`config.mk`:
```
export PLATFORM = sky130hd
export DESIGN_NAME = sliding_window_sender
export DESIGN_NICKNAME = d
export VERILOG_FILES = /design/src/hw/rtl/swsnd_pkg.sv /design/src/hw/rtl/swsnd_fifo.sv /design/src/hw/rtl/swsnd_front.sv /design/src/hw/rtl/swsnd_back.sv /design/src/hw/rtl/sliding_window_sender.sv
export SDC_FILE = /design/constraint.sdc
export NUM_CORES = 1
export LEC_CHECK = 0
export BUFFER_PORTS_ARGS = -buffer_cell sky130_fd_sc_hd__clkbuf_2
export CORE_MARGIN = 8
export CORE_UTILIZATION = 25
export CTS_CLUSTER_SIZE = 14
export DETAILED_ROUTE_END_ITERATION = 10
export PLACE_DENSITY = 0.45
export SYNTH_ARGS = -nofsm -noshare
export SYNTH_HDL_FRONTEND = slang
export SYNTH_SLANG_ARGS = --single-unit
```
`constraint.sdc`:
```
create_clock -name clk -period 12.5 [get_ports clk]
set_clock_uncertainty 0.2 [all_clocks]
set_input_delay 2.5 -clock clk [delete_from_list [all_inputs] [get_ports clk]]
set_output_delay 2.5 -clock clk [all_outputs]
set_load 0.01 [all_outputs]
```
`src/hw/rtl/swsnd_pkg.sv`:
```
package swsnd_pkg;

  // Sequence space and field widths
  localparam int SEQ_SLOTS  = 8;
  localparam int SEQ_W      = $clog2(SEQ_SLOTS);
  localparam int DATA_W     = 64;
  localparam int WIN_W      = 3;
  localparam int DUP_W      = 4;
  localparam int FUNC_W     = 2;
  localparam int TMR_W      = 2;
  localparam int CFG_IDX_W  = 1;
  localparam int CFG_DATA_W = 4;

  // Queue depth between stages
  localparam int QUEUE_DEPTH = 2;

  // Register reset values and the duplicate-count maximum
  localparam logic [WIN_W-1:0] WINDOW_RESET    = 3'd4;
  localparam logic [DUP_W-1:0] DUP_LIMIT_RESET = 4'd3;
  localparam logic [DUP_W-1:0] DUP_MAX         = 4'd15;

  // Configuration register indexes
  localparam logic [CFG_IDX_W-1:0] CFG_WINDOW_SIZE = 1'b0;
  localparam logic [CFG_IDX_W-1:0] CFG_DUP_LIMIT   = 1'b1;

  // Input function codes
  localparam logic [FUNC_W-1:0] FUNC_SEND    = 2'd0;
  localparam logic [FUNC_W-1:0] FUNC_ACK     = 2'd1;
  localparam logic [FUNC_W-1:0] FUNC_TIMEOUT = 2'd2;

  // Timer action codes
  localparam logic [TMR_W-1:0] TMR_NONE  = 2'd0;
  localparam logic [TMR_W-1:0] TMR_STOP  = 2'd1;
  localparam logic [TMR_W-1:0] TMR_START = 2'd2;

  // Internal command classes
  typedef enum logic [1:0] {
    OP_NONE    = 2'd0,
    OP_SEND    = 2'd1,
    OP_ACK     = 2'd2,
    OP_TIMEOUT = 2'd3
  } op_t;

  typedef struct packed {
    logic [FUNC_W-1:0] func;
    logic [DATA_W-1:0] payload;
    logic [SEQ_W-1:0]  ack_number;
    logic              ack_intact;
    logic [SEQ_W-1:0]  expired_timer;
  } in_t;

  typedef struct packed {
    logic              accepted;
    logic              transmit;
    logic [SEQ_W-1:0]  tx_sequence;
    logic [DATA_W-1:0] tx_payload;
    logic              retransmission;
    logic [TMR_W-1:0]  timer_action;
    logic [SEQ_W-1:0]  timer_tag;
    logic [SEQ_W-1:0]  window_base;
    logic [SEQ_W-1:0]  next_sequence;
    logic              window_full;
  } out_t;

  typedef struct packed {
    op_t               op;
    logic [DATA_W-1:0] payload;
    logic [SEQ_W-1:0]  ack_number;
    logic [SEQ_W-1:0]  expired_timer;
  } cmd_t;

endpackage

```
`src/hw/rtl/swsnd_fifo.sv`:
```
module swsnd_fifo #(
  parameter int WIDTH = 8,
  parameter int DEPTH = 2
) (
  input  logic             clk,
  input  logic             rst_n,
  input  logic             push,
  input  logic [WIDTH-1:0] wdata,
  output logic             full,
  input  logic             pop,
  output logic [WIDTH-1:0] rdata,
  output logic             empty
);

  localparam int PTR_W = $clog2(DEPTH);
  localparam int CNT_W = $clog2(DEPTH + 1);

  logic [WIDTH-1:0] mem_r [DEPTH];
  logic [PTR_W-1:0] wr_ptr_r, wr_ptr_nxt;
  logic [PTR_W-1:0] rd_ptr_r, rd_ptr_nxt;
  logic [CNT_W-1:0] count_r, count_nxt;
  logic             do_push, do_pop;

  assign full    = (count_r == CNT_W'(DEPTH));
  assign empty   = (count_r == '0);
  assign do_push = push && !full;
  assign do_pop  = pop && !empty;
  assign rdata   = mem_r[rd_ptr_r];

  // Pointer and occupancy update
  always_comb begin
    wr_ptr_nxt = wr_ptr_r;
    rd_ptr_nxt = rd_ptr_r;
    count_nxt  = count_r;
    if (do_push) begin
      wr_ptr_nxt = (wr_ptr_r == PTR_W'(DEPTH - 1)) ? '0 : wr_ptr_r + 1'b1;
    end
    if (do_pop) begin
      rd_ptr_nxt = (rd_ptr_r == PTR_W'(DEPTH - 1)) ? '0 : rd_ptr_r + 1'b1;
    end
    case ({do_push, do_pop})
      2'b10:   count_nxt = count_r + 1'b1;
      2'b01:   count_nxt = count_r - 1'b1;
      default: count_nxt = count_r;
    endcase
  end

  always_ff @(posedge clk) begin
    if (!rst_n) begin
      wr_ptr_r <= '0;
      rd_ptr_r <= '0;
      count_r  <= '0;
    end else begin
      wr_ptr_r <= wr_ptr_nxt;
      rd_ptr_r <= rd_ptr_nxt;
      count_r  <= count_nxt;
    end
  end

  // Storage, no reset
  always_ff @(posedge clk) begin
    if (do_push) begin
      mem_r[wr_ptr_r] <= wdata;
    end
  end

endmodule

```
`src/hw/rtl/swsnd_front.sv`:
```
module swsnd_front (
  input  swsnd_pkg::in_t  in_data,
  output swsnd_pkg::cmd_t cmd
);

  // Classify the incoming transaction; corrupt acks and unused codes become no-ops
  always_comb begin
    cmd.payload       = in_data.payload;
    cmd.ack_number    = in_data.ack_number;
    cmd.expired_timer = in_data.expired_timer;
    case (in_data.func)
      swsnd_pkg::FUNC_SEND: begin
        cmd.op = swsnd_pkg::OP_SEND;
      end
      swsnd_pkg::FUNC_ACK: begin
        cmd.op = in_data.ack_intact ? swsnd_pkg::OP_ACK : swsnd_pkg::OP_NONE;
      end
      swsnd_pkg::FUNC_TIMEOUT: begin
        cmd.op = swsnd_pkg::OP_TIMEOUT;
      end
      default: begin
        cmd.op = swsnd_pkg::OP_NONE;
      end
    endcase
  end

endmodule

```
`src/hw/rtl/swsnd_back.sv`:
```
module swsnd_back (
  input  logic                                clk,
  input  logic                                rst_n,
  input  logic                                cfg_we,
  input  logic [swsnd_pkg::CFG_IDX_W-1:0]     cfg_index,
  input  logic [swsnd_pkg::CFG_DATA_W-1:0]    cfg_data,
  input  logic                                cmd_valid,
  input  swsnd_pkg::cmd_t                     cmd,
  output logic                                cmd_pop,
  input  logic                                res_full,
  output logic                                res_push,
  output swsnd_pkg::out_t                     res
);

  localparam int SEQ_W = swsnd_pkg::SEQ_W;
  localparam int WIN_W = swsnd_pkg::WIN_W;
  localparam int DUP_W = swsnd_pkg::DUP_W;

  logic [WIN_W-1:0]            win_r;
  logic [DUP_W-1:0]            lim_r;
  logic [SEQ_W-1:0]            base_r, base_nxt;
  logic [SEQ_W-1:0]            next_r, next_nxt;
  logic [SEQ_W-1:0]            timed_r, timed_nxt;
  logic [DUP_W-1:0]            dup_r, dup_nxt;
  logic [swsnd_pkg::DATA_W-1:0] sent_buf_r [swsnd_pkg::SEQ_SLOTS];

  logic             go;
  logic [WIN_W-1:0] eff_win;
  logic [DUP_W-1:0] eff_lim;
  logic [DUP_W-1:0] dup_inc;
  logic [SEQ_W-1:0] outst;
  logic [SEQ_W-1:0] ack_off;
  logic [SEQ_W-1:0] outst_after;
  logic             win_full;
  logic             ack_ok;
  logic             buf_we;

  assign go       = cmd_valid && !res_full;
  assign cmd_pop  = go;
  assign res_push = go;

  // Window and duplicate-limit clamping, saturating duplicate-count increment
  always_comb begin
    eff_win = (win_r == '0) ? WIN_W'(1) : win_r;
    if (eff_win > WIN_W'(swsnd_pkg::SEQ_SLOTS - 1)) begin
      eff_win = WIN_W'(swsnd_pkg::SEQ_SLOTS - 1);
    end
    eff_lim = (lim_r == '0) ? DUP_W'(1) : lim_r;
    dup_inc = (dup_r == swsnd_pkg::DUP_MAX) ? dup_r : dup_r + 1'b1;
  end

  assign outst    = next_r - base_r;
  assign win_full = (outst >= eff_win);
  assign ack_off  = cmd.ack_number - base_r;
  assign ack_ok   = (ack_off < outst);
  assign buf_we   = go && (cmd.op == swsnd_pkg::OP_SEND) && !win_full;

  // Execute one command
  always_comb begin
    base_nxt  = base_r;
    next_nxt  = next_r;
    timed_nxt = timed_r;
    dup_nxt   = dup_r;
    res       = '0;
    case (cmd.op)
      swsnd_pkg::OP_SEND: begin
        if (!win_full) begin
          if (base_r == next_r) begin
            timed_nxt        = base_r;
            res.timer_action = swsnd_pkg::TMR_START;
            res.timer_tag    = base_r;
          end
          res.accepted    = 1'b1;
          res.transmit    = 1'b1;
          res.tx_sequence = next_r;
          res.tx_payload  = cmd.payload;
          next_nxt        = next_r + 1'b1;
        end
      end
      swsnd_pkg::OP_ACK: begin
        if (ack_ok) begin
          base_nxt = cmd.ack_number + 1'b1;
          if (base_nxt == next_r) begin
            res.timer_action = swsnd_pkg::TMR_STOP;
            res.timer_tag    = timed_r;
          end else begin
            timed_nxt        = base_nxt;
            res.timer_action = swsnd_pkg::TMR_START;
            res.timer_tag    = base_nxt;
          end
          dup_nxt = '0;
        end else if (dup_inc >= eff_lim) begin
          // fast retransmit of the oldest outstanding entry
          if (base_r != next_r) begin
            res.transmit       = 1'b1;
            res.retransmission = 1'b1;
            res.tx_sequence    = base_r;
            res.tx_payload     = sent_buf_r[base_r];
          end
          dup_nxt = '0;
        end else begin
          dup_nxt = dup_inc;
        end
      end
      swsnd_pkg::OP_TIMEOUT: begin
        if (base_r != next_r) begin
          res.transmit       = 1'b1;
          res.retransmission = 1'b1;
          res.tx_sequence    = base_r;
          res.tx_payload     = sent_buf_r[base_r];
          dup_nxt            = '0;
          timed_nxt          = base_r;
          res.timer_action   = swsnd_pkg::TMR_START;
          res.timer_tag      = base_r;
        end else begin
          res.timer_action = swsnd_pkg::TMR_STOP;
          res.timer_tag    = cmd.expired_timer;
        end
      end
      default: begin
      end
    endcase
    outst_after       = next_nxt - base_nxt;
    res.window_base   = base_nxt;
    res.next_sequence = next_nxt;
    res.window_full   = (outst_after >= eff_win);
  end

  // Window state and configuration registers
  always_ff @(posedge clk) begin
    if (!rst_n) begin
      win_r   <= swsnd_pkg::WINDOW_RESET;
      lim_r   <= swsnd_pkg::DUP_LIMIT_RESET;
      base_r  <= '0;
      next_r  <= '0;
      timed_r <= '0;
      dup_r   <= '0;
    end else begin
      if (cfg_we) begin
        case (cfg_index)
          swsnd_pkg::CFG_WINDOW_SIZE: win_r <= cfg_data[WIN_W-1:0];
          swsnd_pkg::CFG_DUP_LIMIT:   lim_r <= cfg_data[DUP_W-1:0];
          default: begin
          end
        endcase
      end
      if (go) begin
        base_r  <= base_nxt;
        next_r  <= next_nxt;
        timed_r <= timed_nxt;
        dup_r   <= dup_nxt;
      end
    end
  end

  // Sent payload buffer, written at the next sequence number
  always_ff @(posedge clk) begin
    if (buf_we) begin
      sent_buf_r[next_r] <= cmd.payload;
    end
  end

endmodule

```
`src/hw/rtl/sliding_window_sender.sv`:
```
// Path: a transaction accepted into the command queue is registered there, then
// executed by the execute stage, whose result is registered into the result queue.
// Throughput: one transaction per cycle; the execute stage updates the window
// state and one buffer slot per cycle and stalls only when the result queue is full.
// Reset (rst_n low, synchronous) empties both queues, zeroes the window state and
// loads the register defaults; buffer contents are not cleared.
module sliding_window_sender #(
  parameter int QDEPTH = swsnd_pkg::QUEUE_DEPTH
) (
  input  logic                             clk,
  input  logic                             rst_n,
  input  logic                             in_push,
  input  swsnd_pkg::in_t                   in_data,
  output logic                             in_full,
  input  logic                             out_pop,
  output swsnd_pkg::out_t                  out_data,
  output logic                             out_empty,
  input  logic                             cfg_we,
  input  logic [swsnd_pkg::CFG_IDX_W-1:0]  cfg_index,
  input  logic [swsnd_pkg::CFG_DATA_W-1:0] cfg_data
);

  swsnd_pkg::cmd_t cmd_in;
  swsnd_pkg::cmd_t cmd_q;
  swsnd_pkg::out_t res;
  logic            cmd_empty;
  logic            cmd_pop;
  logic            res_full;
  logic            res_push;

  // Classify incoming transactions
  swsnd_front u_front (
    .in_data (in_data),
    .cmd     (cmd_in)
  );

  // Command queue between front and back
  swsnd_fifo #(
    .WIDTH ($bits(swsnd_pkg::cmd_t)),
    .DEPTH (QDEPTH)
  ) u_cmd_q (
    .clk   (clk),
    .rst_n (rst_n),
    .push  (in_push),
    .wdata (cmd_in),
    .full  (in_full),
    .pop   (cmd_pop),
    .rdata (cmd_q),
    .empty (cmd_empty)
  );

  // Window state and execution
  swsnd_back u_back (
    .clk       (clk),
    .rst_n     (rst_n),
    .cfg_we    (cfg_we),
    .cfg_index (cfg_index),
    .cfg_data  (cfg_data),
    .cmd_valid (!cmd_empty),
    .cmd       (cmd_q),
    .cmd_pop   (cmd_pop),
    .res_full  (res_full),
    .res_push  (res_push),
    .res       (res)
  );

  // Result queue toward the consumer
  swsnd_fifo #(
    .WIDTH ($bits(swsnd_pkg::out_t)),
    .DEPTH (QDEPTH)
  ) u_res_q (
    .clk   (clk),
    .rst_n (rst_n),
    .push  (res_push),
    .wdata (res),
    .full  (res_full),
    .pop   (out_pop),
    .rdata (out_data),
    .empty (out_empty)
  );

endmodule

```
==> results by group <==
Pwr
  • Leakage power: 12.39 nW
  • Power share of the combinational group: 21.8%
  • Internal power: 0.005998 W
  • Seq pwr share: 46.1%
  • Power Dens Cells: 214.8 nW/µm²
  • Sw Share: 29.02%
  • Part of the power in the clock network: 32.1%
  • Psw: 0.002452 W
  • Peak supply drop: 0.1180 mV

Critical path
  • Arr. time, crit path: 2.90 ns
  • Critical Path Fanout Max: 51
  • CP required: 9.80 ns
  • CP Class: register to primary output
  • Startpoint Class: register
  • CP Capture Type: primary output

Synthesis
  • Synth Warn #: 0
  • Post-synth EDFFs: 820
  • Synth Register Bits: 853
  • Unique masters post-synth: 55
  • Dominant cells by area after synthesis: edfxtp_1, mux4_2, mux2_2
  • Synth Area in Compound Gates: 3.342%
  • Synth Flop Type: edfxtp_1
  • Cell Area, Synth: 33280 µm²
  • Part of the Yosys area used for sequential elements: 75.96%
  • Synth Area per Inst: 20.97 µm²
  • Simple-gate share of the synthesized area: 1.526%
  • Mux contribution to synthesized area: 16.26%
  • Mapped Cells: 1587
  • Post-synth top area share: 73.98%
  • FFs w/ async S/R, synth: 0%
  • Syn Nets: 1693
  • Xor and xnor area share after synthesis: 0.5000%
  • Adder-cell area share of the yosys netlist: 0.9924%
  • Largest family of logic cells by synthesized area: multiplexers
  • Post-synth top area cell: edfxtp_1

Clock tree
  • # Post-CTS Setup Buffers: 0
  • Clk root buf: clkbuf_16
  • Number of CTS-inserted buffers: 94
  • H-tree depth: 3
  • Worst-path clk slew: 0.06 ns
  • CTS Sinks: 853
  • Post-CTS Resized: 0
  • Worst-Skew Late Latency: 0.66 ns
  • CTS tree: yes
  • Clock buffer depth: 3
  • Hold Buf Count CTS: 0

Timing
  • RSZ-0062 raised after global routing: no
  • Final setup viols: 0
  • Worst Tran Pin Value: 1.091 ns
  • Final Max Tran Viols: 0
  • Crit path time final: 5.604 ns
  • Rel. slew slack: 27.27%
  • Final Cycle Share: 44.83%
  • Setup TNS: 0 ns
  • Final Hold Viols: 0
  • Max frequency: 178.5 MHz

Final layout
  • Commonest non-fill, non-tap cells in the layout: edfxtp_1, clkbuf_2, mux2_2, mux4_2, clkbuf_16
  • Ratio of cells with drive above 1 in the final layout: 34.75%
  • Register area: 25300 µm²
  • Area growth syn-to-layout: 18.15%
  • Fin util: 29.62%
  • Nets@finish: 1909
  • Most common cell after layout, fill and taps aside: edfxtp_1
  • Multi-input logic area: 7604 µm²
  • Filler instances: 13040
  • Final non-filler cell total: 3653
  • Post-Layout Inst Area: 39330 µm²

Global route
  • Remaining global-route overflow: 0
  • First-pass GRT wire length: 121000 µm
  • Met2 usage: 18.19%
  • All-Layer GR Usage: 11.19%
  • Number of global-route vias before repair: 17200
  • GRT busiest layer: met2
  • Met3 Usage GRT: 2.669%
  • Initial antenna violation count: 8
  • Met1 Usage GRT: 14.99%
  • Largest net degree at the start of global routing: 94

Place
  • DPL Wire Length: 47620 µm
  • Cell area after placement: 36300 µm²
  • Dpl cells: 3475
  • Gp weighted congestion: 0.7386
  • Input/output buffers: 166

Die
  • Starting density of the core: 25.07%
  • Core area: 132800 µm²
  • # rows: 134
  • Die width: 380.9 µm
  • Die footprint: 145100 µm²
  • Die Y: 380.9 µm
  • IO Pins: 167

Drt
  • Drt pass-1 iters: 4
  • DR iter-0 viols: 891
  • Final routed DRC violation total: 0
  • Via count: 15740
  • Total Wirelength: 82840 µm
  • Via density: 4.308
  • Mean routed wirelength per cell: 22.68 µm
  • ANT nets after route: 0

Status
  • Status: completed

Job
  • Max-cap viol count: 0

Worst hold path
  • HP Start: u_back.timed_r[1]
  • Worst hold-check path type: register to register
-- state kept, by name, summed over array words and instances, names as in the netlist, named ones only --
name               flops
u_back.sent_buf_r    512
u_res_q.mem_r        164
u_cmd_q.mem_r        144
u_back.dup_r           4
u_back.lim_r           4
u_back.base_r          3
u_back.next_r          3
u_back.timed_r         3
u_back.win_r           3
u_cmd_q.count_r        2
u_res_q.count_r        2
u_cmd_q.rd_ptr_r       1
u_cmd_q.wr_ptr_r       1
u_res_q.rd_ptr_r       1
u_res_q.wr_ptr_r       1
-- cells in the mapped netlist, drive strengths merged (5+ instances only) --
library cell  number
a21boi             6
a21oi             12
and2              11
buf               33
clkbuf            43
dfxtp             33
edfxtp           820
ha                20
inv               28
mux2             149
mux2i             83
mux4             128
nand2             30
nand2b             5
nand3             12
nor2              15
nor2b             13
nor3               7
o21ai             16
o2bb2ai           64
xnor2             18
-- cells by family after synthesis --
group | Yosys count
AND/OR/NAND/NOR | 101
flip-flops | 853
buffers and inverters | 105
XOR/XNOR | 19
adder cells (fa/ha/maj) | 25
multiplexers | 360
AO/OA/AOI/OAI | 124
-- worst paths after layout --
| check | to | cells past startpoint | slack, ns |
|---|---|---|---|
| worst max register to register | u_res_q.mem_r[0][0] | 18 | 7.15 |
| worst min-delay path | u_back.timed_r[1] | 2 | 0.27 |
| worst min register to register | u_back.timed_r[1] | 2 | 0.27 |
| worst max-delay path | out_data[67] | 3 | 6.90 |
-- per-stage QoR --
stage	hold WS, ns	setup slack [ns]	power [W]
2_1_floorplan	0.2341	5.114	0.005068
3_3_place_gp	0.2457	7.006	0.005842
3_5_place_dp	0.2628	7.104	0.005878
4_1_cts	0.2725	6.712	0.008636
5_1_grt	0.3087	6.693	0.008871
6_report	0.2713	6.896	0.008449
-- cell type report --
| class | instances | area share [%] |
|---|---|---|
| multi-input combinational | 629 | 19.33 |
| tap | 1768 | 5.625 |
| antenna | 3 | 0.01909 |
| clock buffer | 120 | 6.338 |
| inverter | 29 | 0.2832 |
| clock inverter | 55 | 1.343 |
| sequential | 853 | 64.34 |
| timing repair buffer | 196 | 2.717 |
-- metal layers --
metal	share of wire, %	up-vias
li1	-	6930
met2	47	325
met3	5.3	110
met4	1.9	6
met5	0.043	-
met1	46	8367
-- critical path, stage by stage, from the launching register on --
cell and delay, ns:
dfxtp_4 0.92, buf_4 0.66, mux2_2 0.48, clkbuf_2 0.15
-- power groups by stage --
| stage | Sequential [W] | Clock, W | Combinational, W |
|---|---|---|---|
| after global placement | 0.00396 | 0 | 0.00188 |
| after detailed placement | 0.00397 | 0 | 0.00191 |
| final | 0.00390 | 0.00271 | 0.00184 |
| after global routing | 0.00394 | 0.00291 | 0.00203 |
| after floorplan | 0.00386 | 0 | 0.00121 |
| after CTS | 0.00391 | 0.00281 | 0.00192 |
Note: power is estimated with default switching activity, not from simulation.
